===== config.mk =====
export PLATFORM = sky130hd
export DESIGN_NAME = elevator_sweep_controller
export DESIGN_NICKNAME = d
export VERILOG_FILES = /design/src/esc_pkg.sv /design/src/esc_front.sv /design/src/esc_outq.sv /design/src/esc_back.sv /design/src/elevator_sweep_controller.sv
export SDC_FILE = /design/constraint.sdc
export NUM_CORES = 1
export LEC_CHECK = 0
export BUFFER_PORTS_ARGS = -buffer_cell sky130_fd_sc_hd__buf_2
export CORE_ASPECT_RATIO = 1.4
export CORE_MARGIN = 4
export CORE_UTILIZATION = 36
export DETAILED_ROUTE_END_ITERATION = 16
export PLACE_DENSITY = 0.53
export SYNTH_ARGS = -nofsm -noshare
export SYNTH_HDL_FRONTEND = slang
export SYNTH_SLANG_ARGS = --single-unit

===== constraint.sdc =====
create_clock -name i_clk -period 3.5 [get_ports i_clk]
set_clock_uncertainty 0.05 [all_clocks]
set_input_delay 0.7 -clock i_clk [delete_from_list [all_inputs] [get_ports i_clk]]
set_output_delay 0.7 -clock i_clk [all_outputs]
set_load 0.01 [all_outputs]

===== src/esc_pkg.sv =====
// shared types, codes and helpers for the elevator sweep controller
// no dependencies; imported by every module of the block
package esc_pkg;

    localparam int OP_W    = 2;
    localparam int FLOOR_W = 4;
    localparam int CFG_W   = 5;
    localparam int ACT_W   = 2;
    localparam int MODE_W  = 2;

    // request and tick codes
    localparam logic [OP_W-1:0] OP_UP_CALL   = 2'd0;
    localparam logic [OP_W-1:0] OP_DOWN_CALL = 2'd1;
    localparam logic [OP_W-1:0] OP_CAR_CALL  = 2'd2;
    localparam logic [OP_W-1:0] OP_TICK      = 2'd3;

    // result actions
    localparam logic [ACT_W-1:0] ACT_IDLE = 2'd0;
    localparam logic [ACT_W-1:0] ACT_DOOR = 2'd1;
    localparam logic [ACT_W-1:0] ACT_MOVE = 2'd2;
    localparam logic [ACT_W-1:0] ACT_TURN = 2'd3;

    // car modes
    localparam logic [MODE_W-1:0] MODE_STOP = 2'd0;
    localparam logic [MODE_W-1:0] MODE_UP   = 2'd1;
    localparam logic [MODE_W-1:0] MODE_DOWN = 2'd2;

    localparam logic [CFG_W-1:0] NUM_FLOORS_RESET = 5'd16;

    // queue depths between the parts
    localparam int IQ_DEPTH = 2;
    localparam int OQ_DEPTH = 2;

    typedef struct packed {
        logic               is_tick;
        logic [OP_W-1:0]    op;
        logic [FLOOR_W-1:0] floor;
    } t_item;

    typedef struct packed {
        logic [ACT_W-1:0]   action;
        logic [FLOOR_W-1:0] car_floor;
        logic [MODE_W-1:0]  direction;
        logic               last;
    } t_result;

    function automatic t_result mk_result(input logic [ACT_W-1:0] act,
                                          input logic [FLOOR_W-1:0] fl,
                                          input logic [MODE_W-1:0] dir,
                                          input logic lst);
        t_result r;
        r.action    = act;
        r.car_floor = fl;
        r.direction = dir;
        r.last      = lst;
        return r;
    endfunction

endpackage


===== src/esc_front.sv =====
// front part: input queue that takes request and tick beats and tags ticks
// depends on esc_pkg
module esc_front
    import esc_pkg::*;
(
    input  logic               i_clk,
    input  logic               i_rst_n,
    input  logic               i_push,
    output logic               o_full,
    input  logic [OP_W-1:0]    i_op,
    input  logic [FLOOR_W-1:0] i_floor,
    output logic               o_valid,
    output t_item              o_item,
    input  logic               i_pop
);

    localparam int AW = (IQ_DEPTH > 1) ? $clog2(IQ_DEPTH) : 1;
    localparam int CW = $clog2(IQ_DEPTH + 1);

    t_item           r_mem [IQ_DEPTH];
    logic [AW-1:0]   r_wr, n_wr;
    logic [AW-1:0]   r_rd, n_rd;
    logic [CW-1:0]   r_cnt, n_cnt;
    logic            w_wen, w_ren;
    t_item           w_in;

    assign o_full  = (r_cnt == CW'(IQ_DEPTH));
    assign o_valid = (r_cnt != '0);
    assign o_item  = r_mem[r_rd];
    assign w_wen   = i_push && !o_full;
    assign w_ren   = i_pop && o_valid;

    always_comb begin
        w_in.is_tick = (i_op == OP_TICK);
        w_in.op      = i_op;
        w_in.floor   = i_floor;
    end

    always_comb begin
        n_wr  = r_wr;
        n_rd  = r_rd;
        n_cnt = r_cnt;
        if (w_wen) begin
            n_wr = (r_wr == AW'(IQ_DEPTH - 1)) ? '0 : r_wr + AW'(1);
        end
        if (w_ren) begin
            n_rd = (r_rd == AW'(IQ_DEPTH - 1)) ? '0 : r_rd + AW'(1);
        end
        if (w_wen && !w_ren) begin
            n_cnt = r_cnt + CW'(1);
        end else if (!w_wen && w_ren) begin
            n_cnt = r_cnt - CW'(1);
        end
    end

    always_ff @(posedge i_clk) begin
        if (!i_rst_n) begin
            r_wr  <= '0;
            r_rd  <= '0;
            r_cnt <= '0;
        end else begin
            r_wr  <= n_wr;
            r_rd  <= n_rd;
            r_cnt <= n_cnt;
        end
    end

    always_ff @(posedge i_clk) begin
        if (w_wen) begin
            r_mem[r_wr] <= w_in;
        end
    end

endmodule


===== src/esc_outq.sv =====
// result queue between the back part and the result ports
// depends on esc_pkg
module esc_outq
    import esc_pkg::*;
(
    input  logic    i_clk,
    input  logic    i_rst_n,
    input  logic    i_push,
    input  t_result i_res,
    output logic    o_full,
    output logic    o_empty,
    output t_result o_res,
    input  logic    i_pop
);

    localparam int AW = (OQ_DEPTH > 1) ? $clog2(OQ_DEPTH) : 1;
    localparam int CW = $clog2(OQ_DEPTH + 1);

    t_result       r_mem [OQ_DEPTH];
    logic [AW-1:0] r_wr, n_wr;
    logic [AW-1:0] r_rd, n_rd;
    logic [CW-1:0] r_cnt, n_cnt;
    logic          w_wen, w_ren;

    assign o_full  = (r_cnt == CW'(OQ_DEPTH));
    assign o_empty = (r_cnt == '0);
    assign o_res   = r_mem[r_rd];
    assign w_wen   = i_push && !o_full;
    assign w_ren   = i_pop && !o_empty;

    always_comb begin
        n_wr  = r_wr;
        n_rd  = r_rd;
        n_cnt = r_cnt;
        if (w_wen) begin
            n_wr = (r_wr == AW'(OQ_DEPTH - 1)) ? '0 : r_wr + AW'(1);
        end
        if (w_ren) begin
            n_rd = (r_rd == AW'(OQ_DEPTH - 1)) ? '0 : r_rd + AW'(1);
        end
        if (w_wen && !w_ren) begin
            n_cnt = r_cnt + CW'(1);
        end else if (!w_wen && w_ren) begin
            n_cnt = r_cnt - CW'(1);
        end
    end

    always_ff @(posedge i_clk) begin
        if (!i_rst_n) begin
            r_wr  <= '0;
            r_rd  <= '0;
            r_cnt <= '0;
        end else begin
            r_wr  <= n_wr;
            r_rd  <= n_rd;
            r_cnt <= n_cnt;
        end
    end

    always_ff @(posedge i_clk) begin
        if (w_wen) begin
            r_mem[r_wr] <= i_res;
        end
    end

endmodule


===== src/esc_back.sv =====
// back part: call bitmaps, car state, floor scan sequencer and sweep decision
// depends on esc_pkg; fed by esc_front, drains into esc_outq
module esc_back
    import esc_pkg::*;
#(
    parameter int FLOORS = 16
) (
    input  logic             i_clk,
    input  logic             i_rst_n,
    input  logic             i_cfg_valid,
    output logic             o_cfg_ready,
    input  logic [CFG_W-1:0] i_cfg_data,
    input  logic             i_item_valid,
    input  t_item            i_item,
    output logic             o_item_pop,
    input  logic             i_res_full,
    output logic             o_res_push,
    output t_result          o_res
);

    localparam int PW = $clog2(FLOORS);
    localparam int NW = $clog2(FLOORS + 1);
    localparam int EW = (NW > CFG_W) ? NW : CFG_W;
    localparam int WC = PW + 1;

    localparam logic [2:0] ST_IDLE   = 3'd0;
    localparam logic [2:0] ST_SCAN   = 3'd1;
    localparam logic [2:0] ST_DECIDE = 3'd2;
    localparam logic [2:0] ST_EMIT0  = 3'd3;
    localparam logic [2:0] ST_EMIT1  = 3'd4;

    logic [2:0]        r_state, n_state;
    logic [CFG_W-1:0]  r_num_floors;
    logic [FLOORS-1:0] r_up, n_up;
    logic [FLOORS-1:0] r_down, n_down;
    logic [FLOORS-1:0] r_car, n_car;
    logic [PW-1:0]     r_pos, n_pos;
    logic [MODE_W-1:0] r_mode, n_mode;
    logic              r_rev, n_rev;
    logic [PW-1:0]     r_cnt, n_cnt;
    logic              r_below, n_below;
    logic              r_at, n_at;
    logic              r_above, n_above;
    t_result           r_res0, n_res0;
    t_result           r_res1, n_res1;
    logic              r_two, n_two;

    logic [EW-1:0]     w_cfg_ext;
    logic [EW-1:0]     w_nf_ext;
    logic [WC-1:0]     w_nf_c;
    logic [WC-1:0]     w_pos_c;
    logic [FLOORS-1:0] w_pend;
    logic [FLOORS-1:0] w_fmask;
    logic [FLOORS-1:0] w_cmask;
    logic              w_floor_ok;
    logic              w_can_up;
    logic              w_can_dn;
    logic [PW-1:0]     w_pos_up;
    logic [PW-1:0]     w_pos_dn;
    logic [PW+3:0]     w_cf_cur_x;
    logic [PW+3:0]     w_cf_up_x;
    logic [PW+3:0]     w_cf_dn_x;
    logic [FLOOR_W-1:0] w_cf_cur;
    logic [FLOOR_W-1:0] w_cf_up;
    logic [FLOOR_W-1:0] w_cf_dn;
    logic              w_uc, w_dc, w_cc;

    assign o_cfg_ready = 1'b1;

    // effective floor count, clamped to two .. FLOORS
    always_comb begin
        w_cfg_ext = EW'(r_num_floors);
        if (w_cfg_ext < EW'(2)) begin
            w_nf_ext = EW'(2);
        end else if (w_cfg_ext > EW'(FLOORS)) begin
            w_nf_ext = EW'(FLOORS);
        end else begin
            w_nf_ext = w_cfg_ext;
        end
    end

    assign w_nf_c   = WC'(w_nf_ext[NW-1:0]);
    assign w_pos_c  = WC'(r_pos);
    assign w_pend   = r_up | r_down | r_car;
    assign w_can_up = (w_pos_c + WC'(1)) < w_nf_c;
    assign w_can_dn = (r_pos != '0);
    assign w_pos_up = r_pos + PW'(1);
    assign w_pos_dn = r_pos - PW'(1);
    assign w_cmask  = FLOORS'(1) << r_pos;
    assign w_uc     = r_up[r_pos];
    assign w_dc     = r_down[r_pos];
    assign w_cc     = r_car[r_pos];
    assign w_floor_ok = EW'(i_item.floor) < w_nf_ext;

    assign w_cf_cur_x = {4'b0000, r_pos};
    assign w_cf_up_x  = {4'b0000, w_pos_up};
    assign w_cf_dn_x  = {4'b0000, w_pos_dn};
    assign w_cf_cur   = w_cf_cur_x[FLOOR_W-1:0];
    assign w_cf_up    = w_cf_up_x[FLOOR_W-1:0];
    assign w_cf_dn    = w_cf_dn_x[FLOOR_W-1:0];

    always_comb begin
        for (int i = 0; i < FLOORS; i++) begin
            w_fmask[i] = (EW'(i_item.floor) == EW'(i));
        end
    end

    always_comb begin
        n_state    = r_state;
        n_up       = r_up;
        n_down     = r_down;
        n_car      = r_car;
        n_pos      = r_pos;
        n_mode     = r_mode;
        n_rev      = r_rev;
        n_cnt      = r_cnt;
        n_below    = r_below;
        n_at       = r_at;
        n_above    = r_above;
        n_res0     = r_res0;
        n_res1     = r_res1;
        n_two      = r_two;
        o_item_pop = 1'b0;
        o_res_push = 1'b0;
        o_res      = (r_state == ST_EMIT1) ? r_res1 : r_res0;

        unique case (r_state)
            ST_IDLE: begin
                if (i_item_valid) begin
                    o_item_pop = 1'b1;
                    if (i_item.is_tick) begin
                        n_cnt   = '0;
                        n_below = 1'b0;
                        n_at    = 1'b0;
                        n_above = 1'b0;
                        n_state = ST_SCAN;
                    end else begin
                        if (w_floor_ok) begin
                            unique case (i_item.op)
                                OP_UP_CALL:   n_up   = r_up | w_fmask;
                                OP_DOWN_CALL: n_down = r_down | w_fmask;
                                OP_CAR_CALL:  n_car  = r_car | w_fmask;
                                OP_TICK:      n_car  = r_car;
                            endcase
                        end
                        n_res0  = mk_result(ACT_IDLE, w_cf_cur, r_mode, 1'b1);
                        n_two   = 1'b0;
                        n_state = ST_EMIT0;
                    end
                end
            end

            // one floor per cycle: pending calls below, at and above the car
            ST_SCAN: begin
                if (w_pend[r_cnt]) begin
                    if (r_cnt < r_pos) begin
                        n_below = 1'b1;
                    end else if (r_cnt == r_pos) begin
                        n_at = 1'b1;
                    end else begin
                        n_above = 1'b1;
                    end
                end
                if (WC'(r_cnt) == w_nf_c - WC'(1)) begin
                    n_state = ST_DECIDE;
                end else begin
                    n_cnt = r_cnt + PW'(1);
                end
            end

            ST_DECIDE: begin
                n_two   = 1'b0;
                n_state = ST_EMIT0;
                unique case (r_mode)
                    MODE_UP: begin
                        if (!(r_at || r_above)) begin
                            n_mode = r_rev ? MODE_STOP : MODE_DOWN;
                            n_rev  = !r_rev;
                            n_res0 = mk_result(ACT_TURN, w_cf_cur, n_mode, 1'b1);
                        end else if (r_above) begin
                            n_rev = 1'b0;
                            if (w_can_up) begin
                                n_pos  = w_pos_up;
                                n_res1 = mk_result(ACT_MOVE, w_cf_up, MODE_UP, 1'b1);
                            end else begin
                                n_res1 = mk_result(ACT_MOVE, w_cf_cur, MODE_UP, 1'b1);
                            end
                            if (w_uc || w_cc) begin
                                n_car  = r_car & ~w_cmask;
                                n_up   = r_up & ~w_cmask;
                                n_res0 = mk_result(ACT_DOOR, w_cf_cur, MODE_UP, 1'b0);
                                n_two  = 1'b1;
                            end else begin
                                n_res0 = n_res1;
                            end
                        end else if (!w_uc) begin
                            // turn at the top call, then look downward
                            n_rev  = 1'b0;
                            n_mode = MODE_DOWN;
                            n_car  = r_car & ~w_cmask;
                            n_down = r_down & ~w_cmask;
                            n_res0 = mk_result(ACT_DOOR, w_cf_cur, MODE_DOWN, 1'b0);
                            n_two  = 1'b1;
                            if (!r_below) begin
                                n_mode = MODE_STOP;
                                n_res1 = mk_result(ACT_TURN, w_cf_cur, MODE_STOP, 1'b1);
                            end else if (!w_can_dn) begin
                                n_res1 = mk_result(ACT_IDLE, w_cf_cur, MODE_DOWN, 1'b1);
                            end else begin
                                n_pos  = w_pos_dn;
                                n_res1 = mk_result(ACT_MOVE, w_cf_dn, MODE_DOWN, 1'b1);
                            end
                        end else begin
                            n_rev = 1'b0;
                            n_car = r_car & ~w_cmask;
                            n_up  = r_up & ~w_cmask;
                            if (w_can_up) begin
                                n_pos  = w_pos_up;
                                n_res0 = mk_result(ACT_DOOR, w_cf_cur, MODE_UP, 1'b0);
                                n_res1 = mk_result(ACT_MOVE, w_cf_up, MODE_UP, 1'b1);
                                n_two  = 1'b1;
                            end else begin
                                n_res0 = mk_result(ACT_DOOR, w_cf_cur, MODE_UP, 1'b1);
                            end
                        end
                    end

                    MODE_DOWN: begin
                        if (!(r_below || r_at)) begin
                            n_mode = r_rev ? MODE_STOP : MODE_UP;
                            n_rev  = !r_rev;
                            n_res0 = mk_result(ACT_TURN, w_cf_cur, n_mode, 1'b1);
                        end else if (r_below) begin
                            n_rev = 1'b0;
                            if (w_can_dn) begin
                                n_pos  = w_pos_dn;
                                n_res1 = mk_result(ACT_MOVE, w_cf_dn, MODE_DOWN, 1'b1);
                            end else begin
                                n_res1 = mk_result(ACT_MOVE, w_cf_cur, MODE_DOWN, 1'b1);
                            end
                            if (w_dc || w_cc) begin
                                n_car  = r_car & ~w_cmask;
                                n_down = r_down & ~w_cmask;
                                n_res0 = mk_result(ACT_DOOR, w_cf_cur, MODE_DOWN, 1'b0);
                                n_two  = 1'b1;
                            end else begin
                                n_res0 = n_res1;
                            end
                        end else if (!w_dc) begin
                            // turn at the bottom call, then look upward
                            n_rev  = 1'b0;
                            n_mode = MODE_UP;
                            n_car  = r_car & ~w_cmask;
                            n_up   = r_up & ~w_cmask;
                            n_res0 = mk_result(ACT_DOOR, w_cf_cur, MODE_UP, 1'b0);
                            n_two  = 1'b1;
                            if (!r_above) begin
                                n_mode = MODE_STOP;
                                n_res1 = mk_result(ACT_TURN, w_cf_cur, MODE_STOP, 1'b1);
                            end else if (!w_can_up) begin
                                n_res1 = mk_result(ACT_IDLE, w_cf_cur, MODE_UP, 1'b1);
                            end else begin
                                n_pos  = w_pos_up;
                                n_res1 = mk_result(ACT_MOVE, w_cf_up, MODE_UP, 1'b1);
                            end
                        end else begin
                            n_rev  = 1'b0;
                            n_car  = r_car & ~w_cmask;
                            n_down = r_down & ~w_cmask;
                            if (w_can_dn) begin
                                n_pos  = w_pos_dn;
                                n_res0 = mk_result(ACT_DOOR, w_cf_cur, MODE_DOWN, 1'b0);
                                n_res1 = mk_result(ACT_MOVE, w_cf_dn, MODE_DOWN, 1'b1);
                                n_two  = 1'b1;
                            end else begin
                                n_res0 = mk_result(ACT_DOOR, w_cf_cur, MODE_DOWN, 1'b1);
                            end
                        end
                    end

                    default: begin
                        // stopped: head for the lowest call
                        if (!(r_below || r_at || r_above)) begin
                            n_res0 = mk_result(ACT_IDLE, w_cf_cur, r_mode, 1'b1);
                        end else begin
                            n_rev  = 1'b0;
                            n_mode = (!r_below && !r_at && r_above) ? MODE_UP : MODE_DOWN;
                            n_res0 = mk_result(ACT_TURN, w_cf_cur, n_mode, 1'b1);
                        end
                    end
                endcase
            end

            ST_EMIT0: begin
                o_res_push = !i_res_full;
                if (!i_res_full) begin
                    n_state = r_two ? ST_EMIT1 : ST_IDLE;
                end
            end

            ST_EMIT1: begin
                o_res_push = !i_res_full;
                if (!i_res_full) begin
                    n_state = ST_IDLE;
                end
            end

            default: begin
                n_state = ST_IDLE;
            end
        endcase
    end

    always_ff @(posedge i_clk) begin
        if (!i_rst_n) begin
            r_state      <= ST_IDLE;
            r_num_floors <= NUM_FLOORS_RESET;
            r_up         <= '0;
            r_down       <= '0;
            r_car        <= '0;
            r_pos        <= '0;
            r_mode       <= MODE_STOP;
            r_rev        <= 1'b0;
        end else begin
            r_state <= n_state;
            r_up    <= n_up;
            r_down  <= n_down;
            r_car   <= n_car;
            r_pos   <= n_pos;
            r_mode  <= n_mode;
            r_rev   <= n_rev;
            if (i_cfg_valid) begin
                r_num_floors <= i_cfg_data;
            end
        end
    end

    always_ff @(posedge i_clk) begin
        r_cnt   <= n_cnt;
        r_below <= n_below;
        r_at    <= n_at;
        r_above <= n_above;
        r_res0  <= n_res0;
        r_res1  <= n_res1;
        r_two   <= n_two;
    end

endmodule


===== src/elevator_sweep_controller.sv =====
// top level of the single-car sweep elevator controller
// depends on esc_pkg, esc_front, esc_back and esc_outq
//
// usage:
// - input side is a queue: drive i_op / i_floor with push; a beat is taken
//   at a rising edge with push high and full low. ops are hall up call,
//   hall down call, car call and tick
// - result side is a queue: while empty is low the oldest result sits on
//   o_action / o_car_floor / o_direction / o_last; pop takes it
// - a request gives one result; a tick gives one or two, o_last marks the
//   final one of the beat
// - num_floors is written over the cfg channel (valid / ready, ready is
//   always high); write it only while the block is idle
// - back part: a request beat passes the idle state and the first emit state;
//   a tick passes the floor scan, the decision state and the first emit
//   state, then the second one for a second result. the floor scan walks
//   one floor per cycle over the clamped floor count
// - a two-entry input queue lets the next beats in while the back part
//   scans; a two-entry result queue holds results while pop is low, and the
//   back part simply waits when it is full
// - reset (synchronous, active low) clears all calls, puts the car at floor
//   zero in stop mode, sets num_floors to 16 and empties both queues
module elevator_sweep_controller
    import esc_pkg::*;
#(
    parameter int FLOORS = 16
) (
    input  logic               i_clk,
    input  logic               i_rst_n,
    input  logic               push,
    output logic               full,
    input  logic [OP_W-1:0]    i_op,
    input  logic [FLOOR_W-1:0] i_floor,
    input  logic               pop,
    output logic               empty,
    output logic [ACT_W-1:0]   o_action,
    output logic [FLOOR_W-1:0] o_car_floor,
    output logic [MODE_W-1:0]  o_direction,
    output logic               o_last,
    input  logic               i_cfg_valid,
    output logic               o_cfg_ready,
    input  logic [CFG_W-1:0]   i_cfg_data
);

    // front to back item beat
    logic    w_item_valid;
    t_item   w_item;
    logic    w_item_pop;

    // back to result queue
    logic    w_res_push;
    t_result w_res;
    logic    w_res_full;
    t_result w_res_head;

    esc_front u_front (
        .i_clk   (i_clk),
        .i_rst_n (i_rst_n),
        .i_push  (push),
        .o_full  (full),
        .i_op    (i_op),
        .i_floor (i_floor),
        .o_valid (w_item_valid),
        .o_item  (w_item),
        .i_pop   (w_item_pop)
    );

    esc_back #(
        .FLOORS (FLOORS)
    ) u_back (
        .i_clk        (i_clk),
        .i_rst_n      (i_rst_n),
        .i_cfg_valid  (i_cfg_valid),
        .o_cfg_ready  (o_cfg_ready),
        .i_cfg_data   (i_cfg_data),
        .i_item_valid (w_item_valid),
        .i_item       (w_item),
        .o_item_pop   (w_item_pop),
        .i_res_full   (w_res_full),
        .o_res_push   (w_res_push),
        .o_res        (w_res)
    );

    esc_outq u_outq (
        .i_clk   (i_clk),
        .i_rst_n (i_rst_n),
        .i_push  (w_res_push),
        .i_res   (w_res),
        .o_full  (w_res_full),
        .o_empty (empty),
        .o_res   (w_res_head),
        .i_pop   (pop)
    );

    // result head onto the ports
    assign o_action    = w_res_head.action;
    assign o_car_floor = w_res_head.car_floor;
    assign o_direction = w_res_head.direction;
    assign o_last      = w_res_head.last;

endmodule


# --- After elaboration in Yosys (flattened, before gate mapping) ---
# Memories as Yosys holds them, arrays and structs flattened. A register that Yosys moved wholly into a read port is not among the register bits.
# Cells that the tools add are included.
totals:
  latch_bits: 0
  romBits: 0
  out_inout_bits: 12
  ramBits: 32
  n_memories: 2
  word_cells: 339
  reg_bits: 97
op_classes:
  n_mux: 164
  n_eq_ne: 65
  n_div: 0
  mul: 0
  n_addsub: 13
  reduce_logical: 51
  bitwise_logic: 9
  n_lt_le_gt_ge: 7
  n_shift: 1
memory_table:
  columns: ["memory", "depth", "width", "read_ports", "rd_clocked_by_memory_dff", "wr", "line", "source"]
  rows:
  - ["u_outq.r_mem", 2, 9, 1, 1, 1, "esc_outq.sv:19", "t_result r_mem [OQ_DEPTH];"]
  - ["u_front.r_mem", 2, 7, 1, 1, 1, "esc_front.sv:20", "t_item r_mem [IQ_DEPTH];"]
op_table:
  columns: ["cell", "count"]
  rows:
  - ["$mux W16", 32]
  - ["$mux W9", 22]
  - ["$pmux W16 S2", 6]
  - ["$or A16 B16 Y16", 5]
  - ["$pmux W9 S2", 3]
  - ["$mux W4", 13]
  - ["$and A16 B16 Y16", 3]
  - ["$mux W1", 48]
  - ["$eq A4 B4 Y1 const B", 8]
  - ["$mux W2", 15]
  - ["$reduce_and A6 Y1", 5]
  - ["$ne A3 B3 Y1 const B", 8]
  - ["$reduce_and A12 Y1", 2]
  - ["$mux W3", 7]
  - ["$ne A2 B2 Y1 const B", 10]
  - ["$bmux W1 S4", 4]
  - ["$eq A4 B3 Y1 const B", 4]
  - ["$ne A2 B1 Y1 const B", 8]
  - ["$ne A4 B2 Y1 const B", 4]
  - ["$not A16 Y16", 1]
  - ["$pmux W4 S2", 2]
  - ["$shl A1 B4 Y16 const A", 1]
  - ["$pmux W3 S5", 1]
  - ["$mux W7", 2]
  - ["other kinds (44)", 96]

# --- Logic depth before layout (Yosys ltp) ---
logic_depth:
  depth_word: 10
  mapped_depth: 14
  ltp_nobuf: 12

# --- Hierarchy ---
# From an unflattened synthesis, not the netlist that was laid out.
unflattened:
  cells_unflattened: 840
  area_unflattened_um2: 7835.0
by_module_without_submodules:
  columns: ["module", "cells_per_inst", "seq_area_each_um2", "area_per_inst_um2", "n_inst"]
  rows:
  - ["esc_back", 738, 2011.9, 6213.5, 1]
  - ["esc_outq", 54, 640.6, 874.6, 1]
  - ["esc_front", 48, 520.5, 747.0, 1]

# --- Worst setup path after synthesis ---
# Ideal clock, no wire load.
synth_path:
  path_kind: "reg2reg"
  start: "register (tool-made name)"
  end: "register u_back.r_car[1]"
  arrival_time_ns: 3.079
  period_less_slack_ns: 3.203
  setup_time_ns: 0.075
  setup_slack_ns: 0.297
  path_buffers: 3
  stages_incl_launch_ff: 14
  cell_sequence: "dfxtp_1 > clkbuf_1 > mux2i_1 > inv_1 > ha_1 > o21ai_0 > nand2b_1 > a311oi_1 > nor2_1 > or4_1 > clkbuf_1 > a211o_1 > buf_2 > o22ai_1"
synth_lines:
  columns: ["item", "line", "source"]
  rows:
  - ["end signal, assigned", "esc_back.sv:328", "r_car <= n_car;"]
  - ["end, declared", "esc_back.sv:36", "logic [FLOORS-1:0] r_car, n_car;"]

==> results.md <==
- In this run, synthesis inferred 57 flip-flops with an integrated enable.
- The number of placed I/O pins is 28.
- The worst setup slack after placement is 287 ps.
- The placer's final routability congestion estimate is 0.876.
- The setup check on the worst reg-to-reg path leaves a slack of 330 ps.
- When the netlist entered floorplanning its net count stood at 863.
- The worst-path cell with the longest stage delay is or4_1.
- Leaving out fill and tap cells, the most frequent cell in the layout is nand2_1.
- In this run the remaining antenna-violating nets after routing total 0.
- The global-route usage over all layers is 0.201.
- The via count of the first global-routing pass was 6591.
- The total vias in the final route is 6590.
- The final number of hold-violating endpoints is 0.
- The later pin in the worst-skew pair is clocked with a latency of 430 ps.
- The post-synthesis to final-layout area growth is 15.1%.
- The run finished with clean final reports.
- Of the total synthesized cell area, the portion taken by AND, OR, NAND and NOR gates is 0.186.
- The number of warning messages in the yosys log is 0.
- The dominant combinational cell family by area after synthesis is compound AO/OA/AOI/OAI gates.
- The portion of netlist area occupied by mux cells is 0.0946.
- For this run, the detailed router's first-pass iteration total came to 6.
- The number of design-rule violations left by the first detailed-router iteration is 520.
- The relative max-transition margin is 0.500.
- In the final timing run, aggregate negative setup slack is 0 ps.
- Dividing the final minimum period by the clock period gives 0.906.
- The H-tree generated during clock tree synthesis spans 4 levels.
- At the worst endpoint, the arrival time is 3430 ps.
- Each instance of the synthesized netlist takes up on average 9.12 sq um.
- The critical path goes through buf_4, mux2i_1, inv_1, ha_1, a311oi_1, nor2_1, or4_1, buf_4, o311ai_0, o21ai_1.
- The actual transition at the worst max-transition pin is 745 ps.
- The number of buffers and inverters on the critical path is 3.
- After layout, the worst setup slack is 330 ps.
- The final wirelength is 22.9 mm.
- The compound-gate portion of the synthesized area is 0.188.
- The clock tree from TritonCTS is yes.
- STA classifies the critical path endpoint as a register.
- In the layout the commonest cells are nand2_1 (89), nor2_1 (75), dfxtp_1 (73).
- The floorplan has 62 rows.
- The final design utilization is 0.421.
- The logic gate share of total power is 0.385.
- Gates resized during post-CTS repair numbered 0.
- Of the cells placed in the final design, the portion with a size suffix greater than 1 is 0.159.
- The share of total power dissipated in sequential elements is 0.329.
- Synthesis produced a netlist whose cell count is 823.
- The fraction of synthesis flops using an asynchronous set or reset pin is 0.
- Derived from the worst setup path, the maximum achievable clock frequency is 315 MHz.
- The CTS buffer count is 17.
- On the worst path, the slowest cell contributes a delay of 570 ps.
- The root buffer cell chosen for the clock tree is clkbuf_16.
- Setup repair after global routing left no endpoint under its margin.
- The initial antenna violation count is 0.
- The number of post-CTS setup repair buffers is 0.
- Counting along the longest clock path gives a buffer depth of 2.
- The cell area after technology mapping is 0.00751 sq mm.
- The share of total power dissipated in the clock network is 0.286.
- The horizontal die dimension is 130 microns.
- After clock tree synthesis, the flow added hold-fix buffers numbering 0.
- The post-route minimum period is 3170 ps.
- The type of origin of the critical path is a register.
- The post-synthesis share of cell area spent on full adders, half adders and majority gates is 0.0400.
- The number of setup violations in the final report is 0.
- The die area is 0.0233 sq mm.
- The data required time at the worst endpoint is 3760 ps.
- The distinct cell type count of the synthesized netlist is 69.
- Clock-pin slew was measured on the worst setup and hold paths at 60 ps.
- 0 antenna diodes ended up in the layout.
- The initial standard-cell utilization of the core is 0.365.
- The share of the synthesized netlist area taken by xor and xnor gates is 0.0187.
- The fraction of power spent switching nets is 0.398.
- The area of the placeable core is 0.0206 sq mm.
- The cell family contributing the most delay on the critical path is compound AO/OA/AOI/OAI gates.
- The clock net in this run drives a total of 130 sinks.
- The min-delay analysis places its worst path in the category input pin to register.
- The max-slew violation total from the final report is 0.
- Across the VDD grid, the largest voltage drop is 0.382 mV.
- Summed over all nets, the switching power comes to 2.68 mW.
- The detailed-route vias per instance is 5.90.
- The total overflow left after global routing is 0.
- Summed over all cells, the static leakage comes to 3.09 nW.
- The final HPWL from detailed placement is 16.3 mm.
- The detailed-route wire length per cell is 20.5 microns.
- The kind of critical path is register to register.
- The peak fanout along the critical path is 32.
- The sequential cell area fraction in the yosys report is 0.423.
- The number of nets in the finished design is 888.
- The cell-internal power is 4.06 mW.
- The maximum number of pins on one net before global-route repair is 58.
- After detailed routing, the number of remaining DRC violations is 0.
- In this design, the critical path's most frequently occurring cell is buf_4.
- The number of maximum-capacitance violations is 0.
- From bottom edge to top edge, the die measures 179 microns.
- The wire length of the first global-routing pass is 36.0 mm.
- Synthesis inferred 130 register bits.
- The dominant register cell in the synthesized netlist is dfxtp_1.
- The total power divided by cell area is 780 mW/mm^2.
- Buffers placed on the I/O ports in this run total 26.
## worst paths after layout
check                                                  start                            end  depth (start not counted)
worst max-delay path                                register  u_back.r_car[14]$_SDFFE_PN0P_                         10
worst min-delay path                              i_floor[3]  u_front.r_mem[0][3]$_DFFE_PP_                          1
worst max register to register                      register  u_back.r_car[14]$_SDFFE_PN0P_                         10
worst min register to register  u_back.r_up[11]$_SDFFE_PN0P_   u_back.r_up[11]$_SDFFE_PN0P_                          2
## layer usage
layer	share of wire	routed length (microns)	GRT usage	up-vias
met4	0.047	1090	0.108	0
met5	0	0	0	-
li1	-	-	-	3147
met3	0.049	1110	0.0280	66
met2	0.51	11700	0.353	239
met1	0.39	9030	0.233	3138
## power by group through the flow
| stage | Sequential, mW | Clock [mW] | Combinational [mW] |
|---|---|---|---|
| global placement | 2.24 | 0 | 2.57 |
| detailed placement | 2.25 | 0 | 2.57 |
| CTS | 2.22 | 1.96 | 2.58 |
| finish | 2.22 | 1.93 | 2.59 |
| floorplan | 2.06 | 0 | 1.91 |
| global route | 2.25 | 2.01 | 2.84 |
## cells in the mapped netlist (6+ instances only)
master    instances  share of area
a31oi_1           6         0.0050
nand2_1          89          0.044
nor3_1           32          0.021
dfxtp_1          73           0.19
mux4_2            8          0.024
xor2_1           10          0.012
or3_1             6         0.0050
mux2_2           21          0.031
edfxtp_1         57           0.23
mux2i_1          26          0.035
nor2_1           75          0.037
nand4_1           9         0.0075
nand3_1          23          0.015
clkbuf_1         45          0.022
xnor2_1           6         0.0070
o21ai_1          20          0.013
o211ai_1          6         0.0060
o311ai_1         17          0.020
o22ai_1          32          0.027
a21oi_1          39          0.026
nor2b_1           8         0.0067
ha_1             24          0.040
nor4_1           26          0.022
inv_1            24          0.012
and3_1           10         0.0083
buf_2             7         0.0047
and2_1            9         0.0075
o21ai_0          27          0.018
## cell families (layout without fill, tap and decap cells)
family | Yosys count | count (layout)
xor+xnor | 16 | 16
other cells | 1 | 1
mux | 58 | 58
buf+inv | 86 | 124
fa+ha+maj | 24 | 24
compound gates | 210 | 210
simple gates | 298 | 298
flops | 130 | 130
## flip-flops by register name, indices dropped and copies added, names as in the netlist, 2 cells and up, named ones only
register	cells
u_back.r_res1	8
u_back.r_pos	4
u_outq.r_mem	18
u_back.r_down	16
u_front.r_cnt	2
u_back.r_car	16
u_front.r_mem	14
u_back.r_up	16
u_outq.r_cnt	2
u_back.r_res0	9
u_back.r_state	3
u_back.r_mode	2
u_back.r_num_floors	5
u_back.r_cnt	4
## per-stage QoR
step           std cells  area [sq um]  power (mW)  hold slack [ps]
4_1_cts             1117          8640        6.76              394
2_1_floorplan        823          7510        3.97              397
5_1_grt             1117          8640        7.11              395
3_3_place_gp        1085          8010        4.81              415
3_5_place_dp        1085          8010        4.82              419
6_report            1117          8640        6.74              405
## layout make-up
cell class,count,area [sq um]
clock buffers,18,429
clock inverters,14,201
fillers,2073,11900
inverters,26,97.6
multi-input cells,607,3970
flip-flops and latches,130,3170
well taps,256,320
repair buffers,66,455
(Power assumes the default switching activity.)
